`src/pkira_pkg.sv`:
```
// Package: shared types, codes and constants of the per-key id range allocator.
`timescale 1ns / 1ps
package pkira_pkg;

    localparam int ENTRIES_DEF = 64;
    localparam int ID_W        = 64;
    localparam int KEY_W       = 64;

    // Request codes; 4..7 are unknown requests
    localparam logic [2:0] REQ_ADD    = 3'd0;
    localparam logic [2:0] REQ_DROP   = 3'd1;
    localparam logic [2:0] REQ_ALLOC  = 3'd2;
    localparam logic [2:0] REQ_UPDATE = 3'd3;

    // Status codes
    localparam logic [1:0] ST_OK      = 2'd0;
    localparam logic [1:0] ST_PARAM   = 2'd1;
    localparam logic [1:0] ST_UNKNOWN = 2'd2;
    localparam logic [1:0] ST_FULL    = 2'd3;

    typedef struct packed {
        logic [2:0]              req_type;
        logic signed [KEY_W-1:0] key;
        logic [ID_W-1:0]         start_value;
        logic                    has_start;
        logic [ID_W-1:0]         amount;
        logic                    has_amount;
        logic                    force_req;
    } t_req;

    typedef struct packed {
        logic [1:0]      status;
        logic [ID_W-1:0] first_id;
        logic [ID_W-1:0] end_id;
    } t_rsp;

    // Write command broadcast to the entry cells
    typedef struct packed {
        logic             we;
        logic             valid;
        logic [KEY_W-1:0] key;
        logic [ID_W-1:0]  id;
    } t_wr;

endpackage

```
`src/pkira_exec.sv`:
```
// Module: request decode, id arithmetic and table write command generation.
`timescale 1ns / 1ps
module pkira_exec #(
    parameter int ENTRIES = pkira_pkg::ENTRIES_DEF
) (
    input  pkira_pkg::t_req              i_req,
    input  logic [ENTRIES-1:0]           i_hit,
    input  logic [ENTRIES-1:0]           i_valid,
    input  logic [pkira_pkg::ID_W-1:0]   i_stored,
    output logic [ENTRIES-1:0]           o_sel,
    output pkira_pkg::t_wr               o_wr,
    output pkira_pkg::t_rsp              o_rsp
);
    import pkira_pkg::*;

    logic               any_hit;
    logic               full;
    logic [ENTRIES-1:0] free_1h;
    logic [ID_W-1:0]    bound;
    logic [ID_W-1:0]    base;
    logic [ID_W-1:0]    alloc_end;
    logic [ID_W-1:0]    upd_id;

    assign any_hit   = |i_hit;
    assign full      = &i_valid;
    // lowest free slot as one-hot
    assign free_1h   = ~i_valid & (i_valid + ENTRIES'(1));
    assign bound     = i_req.start_value + ID_W'(1);
    assign base      = (i_req.has_start && (i_stored < bound)) ? bound : i_stored;
    assign alloc_end = base + i_req.amount;
    assign upd_id    = i_req.has_start ? bound : (i_stored + i_req.amount);

    always_comb begin
        o_rsp    = '{status: ST_OK, first_id: '0, end_id: '0};
        o_wr.we    = 1'b0;
        o_wr.valid = 1'b1;
        o_wr.key   = i_req.key;
        o_wr.id    = i_stored;
        o_sel      = i_hit;
        unique case (i_req.req_type)
            REQ_ADD: begin
                o_sel = free_1h;
                if (any_hit) begin
                    o_rsp.status = ST_PARAM;
                end else if (full) begin
                    o_rsp.status = ST_FULL;
                end else begin
                    o_wr.we         = 1'b1;
                    o_wr.id         = i_req.start_value;
                    o_rsp.first_id  = i_req.start_value;
                end
            end
            REQ_DROP: begin
                if (!any_hit) begin
                    o_rsp.status = ST_PARAM;
                end else begin
                    o_wr.we    = 1'b1;
                    o_wr.valid = 1'b0;
                end
            end
            REQ_ALLOC: begin
                if (!any_hit) begin
                    o_rsp.status = ST_PARAM;
                end else begin
                    o_wr.we        = 1'b1;
                    o_wr.id        = alloc_end;
                    o_rsp.first_id = base;
                    o_rsp.end_id   = alloc_end;
                end
            end
            REQ_UPDATE: begin
                if (!any_hit || (i_req.has_start == i_req.has_amount)) begin
                    o_rsp.status = ST_PARAM;
                end else if (i_req.has_start && (i_stored > bound) && !i_req.force_req) begin
                    o_rsp.status = ST_PARAM;
                end else begin
                    o_wr.we        = 1'b1;
                    o_wr.id        = upd_id;
                    o_rsp.first_id = upd_id;
                end
            end
            default: begin
                o_rsp.status = ST_UNKNOWN;
            end
        endcase
    end

endmodule

```
`config.mk`:
```
export PLATFORM = sky130hd
export DESIGN_NAME = pkira_exec
export DESIGN_NICKNAME = d
export VERILOG_FILES = /design/src/pkira_pkg.sv /design/src/pkira_exec.sv
export SDC_FILE = /design/constraint.sdc
export NUM_CORES = 1
export LEC_CHECK = 0
export BUFFER_PORTS_ARGS = -buffer_cell sky130_fd_sc_hd__buf_2
export CORE_AREA = 2 2 280 282
export DETAILED_ROUTE_END_ITERATION = 16
export DIE_AREA = 0 0 282 284
export GPL_ROUTABILITY_DRIVEN = 1
export PLACE_DENSITY = 0.38
export REMOVE_ABC_BUFFERS = 1
export SETUP_SLACK_MARGIN = 0.2
export SYNTH_ARGS = -nofsm -noshare
export SYNTH_HDL_FRONTEND = slang
export SYNTH_SLANG_ARGS = --single-unit
export TNS_END_PERCENT = 30
```
`constraint.sdc`:
```
create_clock -name vclk -period 19.8
set_input_delay 0.99 -clock vclk [all_inputs]
set_output_delay 0.99 -clock vclk [all_outputs]
set_load 0.02 [all_outputs]
```
Word-level counts from Yosys, hierarchy flattened
Index checks and enable logic that the tools add are counted.
Widths: inputs -> output; s select.
{"block": "op_classes", "shifts": 0, "multipliers": 0, "n_lt_le_gt_ge": 2, "n_bitwise": 2, "div": 0, "reduce_logical": 10, "muxes": 30, "n_addsub": 4, "eq_ne": 4}
{"op": "$mux 64", "n": 13}
{"op": "$pmux 64 s3", "n": 2}
{"op": "$add 64x1->64 const B", "n": 2}
{"op": "$add 64x64->64", "n": 2}
{"op": "$mux 128", "n": 1}
{"op": "$and 64x64->64", "n": 1}
{"op": "$gt 64x64->1", "n": 1}
{"op": "$lt 64x64->1", "n": 1}
{"op": "$not 64->64", "n": 1}
{"op": "$reduce_and 64->1", "n": 1}
{"op": "$reduce_or 64->1", "n": 1}
{"op": "$mux 1", "n": 9}
{"op": "$eq 3x2->1 const B", "n": 2}
{"op": "$mux 2", "n": 3}
{"op": "$pmux 2 s3", "n": 1}
{"op": "$pmux 1 s4", "n": 1}
{"op": "$eq 3x1->1 const B", "n": 1}
{"op": "$logic_and 1x1->1", "n": 3}
{"op": "$logic_not 3->1", "n": 1}
{"op": "$logic_not 1->1", "n": 2}
{"op": "$reduce_or 2->1", "n": 1}
{"op": "$eq 1x1->1", "n": 1}
{"op": "$logic_or 1x1->1", "n": 1}
{"block": "word_totals", "reg_bits": 0, "latch_bits": 0, "out_inout_bits": 324, "ramBits": 0, "wordCells": 52, "in_bits": 390, "mem_bits_ro": 0, "memories": 0}

Depth between registers and ports, before layout
Gate-level depths: netlist (run 1).
{"block": "depth", "ltp_word": 7, "mapped_depth": 34, "mapped_depth_nobuf": 31}

Worst setup path before layout (run 1)
OpenSTA, ideal clock, no wires.
{"block": "synth_path", "path_kind": "input-to-output", "from": "input i_req[69] in the netlist's numbering", "to": "output o_wr[47] in the netlist's numbering", "t_arrival_ns": 8.413, "path_slack_ns": 10.397, "path_stages": 33, "path_cell_list": "and4_1 nand4_2 or4_4 or2_1 nor2_2 and3_1 and3_1 xnor2_1 ha_1 a21oi_1 nand2_1 a221oi_1 a31oi_1 a2111oi_0 nand2_1 or2_1 clkbuf_1 clkbuf_1 clkbuf_1 nand2_1 o21ai_0 ha_1 clkbuf_1 nand2_1 or3_1 o211ai_1 a31oi_1 o21a_1 o31a_1 nor3_1 nor3_1 nor3_1 a211o_1"}
{"element": "start, declared", "line": "pkira_exec.sv:6", "source": "input pkira_pkg::t_req i_req,"}
{"element": "end, declared", "line": "pkira_exec.sv:11", "source": "output pkira_pkg::t_wr o_wr,"}

==> summary.txt, run 1 <==
Run status
  • Status: completed

Pwr
  • Max VDD drop: around 0.0080 mV
  • Sw Share: about two thirds
  • Clk pwr share: 0%
  • Leak: roughly 0.0092 uW
  • Switch Pwr: about 440 uW
  • Sequential Power Share: 0%
  • Pwr dens: about 36 nW/um2
  • P_int: between 200 and 250 uW
  • Gate power share: 100.0%

Setup path
  • Crit path kind: in -> out
  • Worst EP required: about 19,000 ps
  • Buffers & Inverters on Critical Path: 4
  • Critical path launch point type: input pin
  • Critical Path End Type: primary output
  • Critical Path Max Stage Delay: between 900 and 1000 ps
  • Family with the most delay on the worst path: compound AO/OA/AOI/OAI gates
  • Critical path fanouts, max: 55
  • Slowest CP cell: o311ai_1
  • Worst Path Arrival: between 10,000 and 15,000 ps

Place
  • Port Buffers: approximately 590
  • DP Area: roughly 19,000 um2
  • GPL Wtd Cong: between 0.9 and 1
  • Detailed-placement wirelength estimate: just under 90 mm
  • Cells after DPL: around 3,900
  • Setup Slack @ Placement: about 6800 ps

Synthesis
  • Cell count after synthesis: around 2,400
  • YS warnings: 0
  • Post-synthesis cell area: ~15,000 um2
  • Seq/Total Area, Yosys: 0%
  • Netlist cell types: a little over 80
  • Avg Cell Area, Syn: between 6 and 7 um2

Global route
  • Number of global-route vias before repair: ~20,000
  • Met1 usage: roughly 28%
  • Global Route Usage Sum: between 20% and 30%
  • Global-route wire length before repair: 141 mm
  • Gr ovfl total: 0
  • Initial antenna violation count: 21
  • Busiest grt layer: met2
  • Met3 Usage GRT: 5.97%
  • Largest net degree at the start of global routing: 77
  • Met2 Use GR: between 40% and 50%

Floorplan
  • Starting Density: around a fifth
  • Die area: ~80,000 um2
  • Rows: between 100 and 150
  • Die Ht: roughly 280 um
  • Core Region: 77,000 um2
  • I/O pin total: approximately 710
  • Die width: around 280 um

Cells and area
  • FFs & Latches: 0
  • Layout cells sized above 1: approximately 22%
  • Layout Area Growth over Synthesis: 23.3%
  • Area of the multi-input gates: around 14,000 um2
  • Final nets: 3,441
  • Final Non-Filler Cells: approximately 3,900
  • Post-route design area: 18,700 um2
  • # fillers: between 8,000 and 9,000
  • Storage cell area: 0 um2
  • Clkbuf count: 0

Timing
  • Final Max Slew Viols: 0
  • Final min period: 12,710 ps
  • Final Hold Viols: 0
  • Setup TNS: 0 ps
  • Unrepaired setup endpoints after global routing: no
  • Worst-margin pin slew: between 1000 and 1500 ps
  • Share of the clock period used by the worst path after layout: ~64%
  • Setup slack after layout: 7090 ps
  • Hold slack: 1980 ps
  • Slew HR: a little over a fifth
  • Setup Viol. Count Final: 0
  • Max Fclk: about 79 MHz

Routing
  • DRT Wirelength: between 100 and 150 mm
  • Pre-antenna DRT Iters: 5
  • DR vias: about 20,000
  • DRT antenna net count: 0
  • Via/cell ratio: 5.19
  • Initial DRC count: about 1,400
  • Avg WL per Cell: approximately 26 um
  • Post-route DRC: 0

Flow run
  • Max cap viols: 0

Clocking
  • Hold_buf cts: 0
  • Post-CTS Setup Repair Bufs: 0
  • # resized after CTS: 0

Worst hold path
  • HP Class: in -> out
==> cells by family after synthesis <==
logic type	Yosys count	share of synthesized area [%]
adder cells (fa/ha/maj)	206	17.1
AO/OA/AOI/OAI	788	33.0
buffers and inverters	223	7.31
AND/OR/NAND/NOR	986	30.6
XOR/XNOR	170	9.84
multiplexers	31	2.08
==> power by group through the flow <==
stage               Sequential (uW)  Combinational, uW  Clock, uW
finish                            0                672  0.0000339
floorplan                         0                411          0
global route                      0                731  0.0000203
global placement                  0                676          0
CTS                               0                670          0
detailed placement                0                667          0
==> path summary, 6_finish.rpt <==
kind,cells past startpoint,slack [ps],start,endpoint
setup / recovery,35,7090,i_req[75],o_wr[56]
hold / removal,0,1980,i_req[189],o_wr[122]
==> cells in the mapped netlist, types with 28 or more instances <==
master	count	area share, %
nand2b_1	28	1.2
and3_1	35	1.4
a22oi_1	31	1.5
a21oi_1	208	6.9
inv_1	57	1.4
nand3_1	86	2.8
xor2_1	62	3.6
nor3_1	39	1.3
xnor2_1	108	6.2
o21ai_1	44	1.5
nor2_1	163	4.0
ha_1	204	17
a21o_1	92	4.6
nor4_1	31	1.3
clkbuf_1	80	2.0
nand4_1	58	2.4
o21ai_0	161	5.3
nand2_1	447	11
o31ai_1	39	1.9
buf_4	64	3.2
==> cell usage in the layout (no fill, tap or decap), drive strengths merged, types with 9 or more instances in the layout <==
| cell type | count |
|---|---|
| and3 | 36 |
| nand4 | 62 |
| o221ai | 14 |
| mux2i | 27 |
| o31ai | 39 |
| inv | 60 |
| and2 | 22 |
| a221oi | 14 |
| o21ai | 205 |
| buf | 602 |
| nor2b | 11 |
| nand3b | 9 |
| nor3 | 40 |
| nand2b | 28 |
| nand3 | 86 |
| a211oi | 16 |
| ha | 204 |
| o21bai | 27 |
| o211ai | 25 |
| nor4 | 32 |
| a211o | 27 |
| nor2 | 166 |
| a21o | 92 |
| and4 | 12 |
| o21a | 13 |
| a31oi | 21 |
| or3 | 12 |
| xnor2 | 108 |
| xor2 | 62 |
| nand2 | 447 |
| a22oi | 31 |
| a21oi | 209 |
==> metrics by stage <==
step                      power [uW]  utilization, %
after global routing             731            24.2
final                            672            24.2
after CTS                        670            24.2
after detailed placement         667            24.2
after floorplan                  411               -
after global placement           676            24.2
==> routing by layer <==
layer / up-vias / part of all wire, %
met5: - / 0.46
met1: 9548 / 41
met2: 820 / 48
li1: 9686 / -
met4: 24 / 2.6
met3: 116 / 7.7
==> area by class of cell <==
| cell class | count | share of cell area [%] |
|---|---|---|
| inverter | 60 | 1.21 |
| timing repair buffer | 602 | 16.4 |
| tap | 1040 | 6.97 |
| antenna | 5 | 0.0671 |
| multi-input combinational | 2181 | 75.4 |
(Power assumes the default switching activity.)
==> inputs of run 2 (changes only) <==
--- a/config.mk
+++ b/config.mk
@@ -6,11 +6,11 @@
 export NUM_CORES = 1
 export LEC_CHECK = 0
 export BUFFER_PORTS_ARGS = -buffer_cell sky130_fd_sc_hd__buf_2
-export CORE_AREA = 2 2 280 282
+export CORE_AREA = 2 2 275 277
 export DETAILED_ROUTE_END_ITERATION = 16
-export DIE_AREA = 0 0 282 284
+export DIE_AREA = 0 0 277 279
 export GPL_ROUTABILITY_DRIVEN = 1
-export PLACE_DENSITY = 0.38
+export PLACE_DENSITY = 0.4
 export REMOVE_ABC_BUFFERS = 1
 export SETUP_SLACK_MARGIN = 0.2
 export SYNTH_ARGS = -nofsm -noshare
==> constraint.sdc (replaced) <==
create_clock -name vclk -period 12.4
set_input_delay 0.62 -clock vclk [all_inputs]
set_output_delay 0.62 -clock vclk [all_outputs]
set_load 0.02 [all_outputs]
==> summary.txt, run 2 (same netlist as run 1, synthesis figures left out) <==
Cells and area
  • Commonest non-fill, non-tap cell in the layout: buf_2
  • Layout Area Growth over Synthesis: 22.9%
  • FFs & Latches: 0 (unchanged)
  • Final nets: 3,445 (+0.12%)
  • Most frequent cells in the layout: buf_2 (586), nand2_1 (446), a21oi_1 (208)
  • # fillers: 8,676 (-3.4%)
  • Layout cells sized above 1: 22.5% (+0.14 points)
  • Area of the multi-input gates: 14,100 um2 (about the same)
  • Clkbuf count: 0 (unchanged)
  • Storage cell area: 0 um2 (unchanged)
  • Post-route design area: 18,600 um2 (-0.31%)

Timing
  • Max Fclk: between 80 and 90 MHz
  • Final Max Slew Viols: 0 (unchanged)
  • Share of the clock period used by the worst path after layout: slightly above 90%
  • Setup Viol. Count Final: 0 (unchanged)
  • Slew HR: 29.8% (+8.1 points)
  • Setup TNS: 0 ps (unchanged)
  • Unrepaired setup endpoints after global routing: no
  • Worst-margin pin slew: 1050 ps (-121 ps)
  • Final min period: 11,390 ps
  • Final Hold Viols: 0 (unchanged)

Setup path
  • Critical path's most frequent cell: nand3_1
  • Crit path kind: in -> out
  • Critical Path End Type: primary output
  • Critical path launch point type: input pin
  • Buffers & Inverters on Critical Path: 2 (-2)
  • Worst EP required: 11,780 ps (-7030 ps)
  • Critical path fanouts, max: 57 (+3.6%)
  • Slowest CP cell: o311ai_1
  • Critical Path Max Stage Delay: 800 ps (-150 ps)
  • Worst Path Arrival: 10,770 ps (-950 ps)
  • Family with the most delay on the worst path: simple AND/OR/NAND/NOR gates

Global route
  • Largest net degree at the start of global routing: 77 (unchanged)
  • Gr ovfl total: 0 (unchanged)
  • Global Route Usage Sum: 24.5% (+0.63 points)
  • Global-route wire length before repair: 140 mm (-0.52%)
  • Number of global-route vias before repair: 20,200 (-0.23%)
  • Initial antenna violation count: 17 (-19%)

Worst hold path
  • HP Class: in -> out

Place
  • GPL Wtd Cong: 0.963 (+4.3%)
  • Detailed-placement wirelength estimate: 88.1 mm (+0.17%)
  • DP Area: 18,600 um2 (-0.29%)
  • Port Buffers: 586 (unchanged)

Floorplan
  • Rows: 100 (-2.0%)
  • Die Ht: 279 um (-1.8%)
  • Die width: 277 um (-1.8%)
  • I/O pin total: 714 (unchanged)
  • Die area: 77,300 um2 (-3.5%)
  • Starting Density: 20.4% (+0.77 points)
  • Core Region: 74,100 um2 (-3.7%)

Pwr
  • Gate power share: 100.0% (about the same)
  • P_int: 375 uW (+61%)
  • Clk pwr share: 0% (unchanged)
  • Sequential Power Share: 0% (unchanged)
  • Pwr dens: 57.5 nW/um2 (+60%)
  • Max VDD drop: 0.0129 mV (+62%)
  • Switch Pwr: 695 uW (+58%)
  • Leak: 0.00923 uW (+0.17%)
  • Sw Share: 65.0% (-0.31 points)

Routing
  • DR vias: 20,200 (+0.099%)
  • DRT antenna net count: 0 (unchanged)
  • Post-route DRC: 0 (unchanged)
  • Pre-antenna DRT Iters: 5 (unchanged)
  • Via/cell ratio: 5.29 (+1.9%)
  • Initial DRC count: 1,471 (+7.2%)
  • DRT Wirelength: 100 mm (-0.23%)
  • Avg WL per Cell: 26.3 um (+1.5%)

Run status
  • Status: completed

Clocking
  • # resized after CTS: 0 (unchanged)
  • Hold_buf cts: 0 (unchanged)
  • Post-CTS Setup Repair Bufs: 0 (unchanged)

Flow run
  • Max cap viols: 0 (unchanged)
run 2: cell types whose count changed in the layout (fill, tap and decap cells not counted):
cell / previous run / this run
nor3_1: 39 / 38
nor3_2: 1 / 2
and2_2: 0 / 1
diode_2: 5 / 4
and2_4: 1 / 0
buf_4: 16 / 20
run 2: layout make-up:
| type | instances | share of cell area (%) |
|---|---|---|
| well taps | 969 | 6.52 |
| inverters | 60 | 1.21 |
| repair buffers | 606 | 16.6 |
| multi-input cells | 2181 | 75.6 |
| diodes | 4 | 0.0538 |
run 2: through the flow:
stage	std cells	utilization [%]	power, uW	hold slack, ps	setup WS, ps
6_report	3820	25.1	1070	1240	1010
5_1_grt	3819	25.1	1160	1240	430
4_1_cts	3816	25.1	1070	1240	867
3_5_place_dp	3816	25.1	1060	1240	946
3_3_place_gp	3816	25.1	1070	1240	1090
2_1_floorplan	2241	-	657	1240	2490
run 2: power groups by stage:
stage / sequential, uW / clock (uW) / combinational, uW
floorplan: 0 / 0 / 657
global placement: 0 / 0 / 1070
detailed placement: 0 / 0 / 1060
CTS: 0 / 0 / 1070
global route: 0 / 0.0000324 / 1160
finish: 0 / 0.0000433 / 1070
run 2: final timing paths:
kind	start	to	slack, ps	cells after the start
hold / removal	i_req[191]	o_wr[124]	1240	0
setup / recovery	i_req[71]	o_wr[60]	1010	32
run 2: metal layers:
metal | vias to the layer above | global-route usage, % | wire (um)
li1 | 9712 | - | -
met1 | 9484 | 28.6 | 40400
met2 | 868 | 43.1 | 47800
met3 | 128 | 7.09 | 8490
met4 | 22 | 6.01 | 2960
met5 | - | 5.57 | 687
==> inputs of run 3 (changes only) <==
--- a/config.mk
+++ b/config.mk
@@ -6,11 +6,11 @@
 export NUM_CORES = 1
 export LEC_CHECK = 0
 export BUFFER_PORTS_ARGS = -buffer_cell sky130_fd_sc_hd__buf_2
-export CORE_AREA = 2 2 275 277
+export CORE_AREA = 2 2 280 282
 export DETAILED_ROUTE_END_ITERATION = 16
-export DIE_AREA = 0 0 277 279
+export DIE_AREA = 0 0 282 284
 export GPL_ROUTABILITY_DRIVEN = 1
-export PLACE_DENSITY = 0.4
+export PLACE_DENSITY = 0.38
 export REMOVE_ABC_BUFFERS = 1
 export SETUP_SLACK_MARGIN = 0.2
 export SYNTH_ARGS = -nofsm -noshare
==> summary.txt, run 3 (same netlist as run 1, synthesis figures left out) <==
Run status
  • Status: completed

Cells and area
  • Core Util, Final: 24.3% (-0.77 points)
  • Clkbuf count: 0 (unchanged)
  • FFs & Latches: 0 (unchanged)
  • Layout cells sized above 1: 22.6% (+0.14 points)
  • Commonest non-fill, non-tap cell in the layout: buf_2
  • Most frequent cells in the layout: buf_2 (586), nand2_1 (446), a21oi_1 (208)
  • Storage cell area: 0 um2 (unchanged)
  • Layout Area Growth over Synthesis: 23.7%
  • Final nets: 3,450 (+0.15%)

Timing
  • Final Hold Viols: 0 (unchanged)
  • Hold slack: 1240 ps (-0.130 ps)
  • Final Max Slew Viols: 0 (unchanged)
  • Setup Viol. Count Final: 0 (unchanged)
  • Setup TNS: 0 ps (unchanged)
  • Final min period: 11,500 ps (+116 ps)
  • Max Fclk: 86.9 MHz (-1.0%)
  • Worst-margin pin slew: 1090 ps (+34.7 ps)
  • Share of the clock period used by the worst path after layout: 92.8% (+0.94 points)
  • Unrepaired setup endpoints after global routing: no
  • Slew HR: 27.4% (-2.3 points)

Routing
  • DRT antenna net count: 0 (unchanged)
  • Pre-antenna DRT Iters: 5 (unchanged)
  • Avg WL per Cell: 25.6 um (-2.5%)
  • Initial DRC count: 1,461 (-0.68%)
  • Via/cell ratio: 5.16 (-2.5%)
  • DRT Wirelength: 99.8 mm (-0.55%)
  • Post-route DRC: 0 (unchanged)
  • DR vias: 20,100 (-0.54%)

Setup path
  • Critical path fanouts, max: 40 (-30%)
  • Worst EP required: 11,780 ps (about the same)
  • Worst Path Arrival: 10,880 ps (+110 ps)
  • Critical Path End Type: primary output
  • Slowest CP cell: o311ai_0
  • Critical path's most frequent cell: nor2_1
  • Crit path launch: i_req[72]
  • Crit path kind: in -> out
  • Critical path launch point type: input pin
  • Critical Path Max Stage Delay: 820 ps (+20 ps)

Global route
  • Gr ovfl total: 0 (unchanged)
  • Number of global-route vias before repair: 20,200 (+0.47%)
  • Global-route wire length before repair: 141 mm (+0.17%)
  • Largest net degree at the start of global routing: 77 (unchanged)
  • Global Route Usage Sum: 23.6% (-0.80 points)
  • Initial antenna violation count: 18 (+1)

Flow run
  • Max cap viols: 0 (unchanged)

Pwr
  • Max VDD drop: 0.0125 mV (-3.2%)
  • Leak: 0.00925 uW (+0.25%)
  • Pwr dens: 57.3 nW/um2 (-0.39%)

Floorplan
  • Rows: 102 (+2.0%)
  • Die Ht: 284 um (+1.8%)
  • Core Region: 77,000 um2 (+3.9%)
  • Die width: 282 um (+1.8%)
  • Die area: 80,100 um2 (+3.6%)
  • Starting Density: 19.7% (-0.77 points)
  • I/O pin total: 714 (unchanged)

Place
  • GPL Wtd Cong: 0.934 (-3.1%)
  • Port Buffers: 586 (unchanged)
  • Detailed-placement wirelength estimate: 87.9 mm (-0.30%)

Clocking
  • Hold_buf cts: 0 (unchanged)
  • Post-CTS Setup Repair Bufs: 0 (unchanged)

Worst hold path
  • HP Class: in -> out
  • Worst hold start: i_req[189]
[run 3: cell types whose count changed in the layout (fill, tap and decap cells not counted), sizes merged]
cell   before  now
buf       606  611
diode       4    3
[run 3: timing repair]
item,4_1_cts,5_1_grt
setup endpoints to repair,0,2
endpoints found under the hold margin,0,0
resized for setup,0,2
[run 3: critical path: cells and delay by family]
| kind | cells | cell delay [ps] |
|---|---|---|
| fa+ha+maj | 2 | 670 |
| buf+inv | 4 | 800 |
| xor+xnor | 2 | 380 |
| simple gates | 12 | 3530 |
| compound gates | 13 | 4820 |
[run 3: metal layers]
| metal | global-route usage, % | share of wire [%] | vias up |
|---|---|---|---|
| li1 | - | - | 9715 |
| met3 | 6.14 | 8.2 | 105 |
| met5 | 3.60 | 0.48 | - |
| met2 | 42.3 | 49 | 837 |
| met4 | 4.02 | 2.1 | 22 |
| met1 | 28.1 | 40 | 9425 |
[run 3: layout make-up]
cell class | count | area [um2]
inverters | 60 | 225
repair buffers | 611 | 3120
well taps | 1040 | 1300
multi-input cells | 2181 | 14100
diodes | 3 | 7.51
fillers | 8980 | 58200
[run 3: report_power, final]
group	switching (uW)	internal, uW
logic	699	374
clock network	0	0.0000328
registers	0	0
[run 3: final timing paths]
check	to	slack, ps	depth (start not counted)
min	o_wr[122]	1240	0
max	o_wr[56]	900	33
[run 3: per-stage QoR]
step | cell area [um2] | std cells | total power [uW] | setup WS [ps]
after global routing | 18700 | 3893 | 1170 | 244
after detailed placement | 18700 | 3892 | 1070 | 472
after CTS | 18700 | 3892 | 1070 | 416
after floorplan | 14300 | 2241 | 657 | 2490
final | 18700 | 3895 | 1070 | 897
after global placement | 18700 | 3892 | 1080 | 389
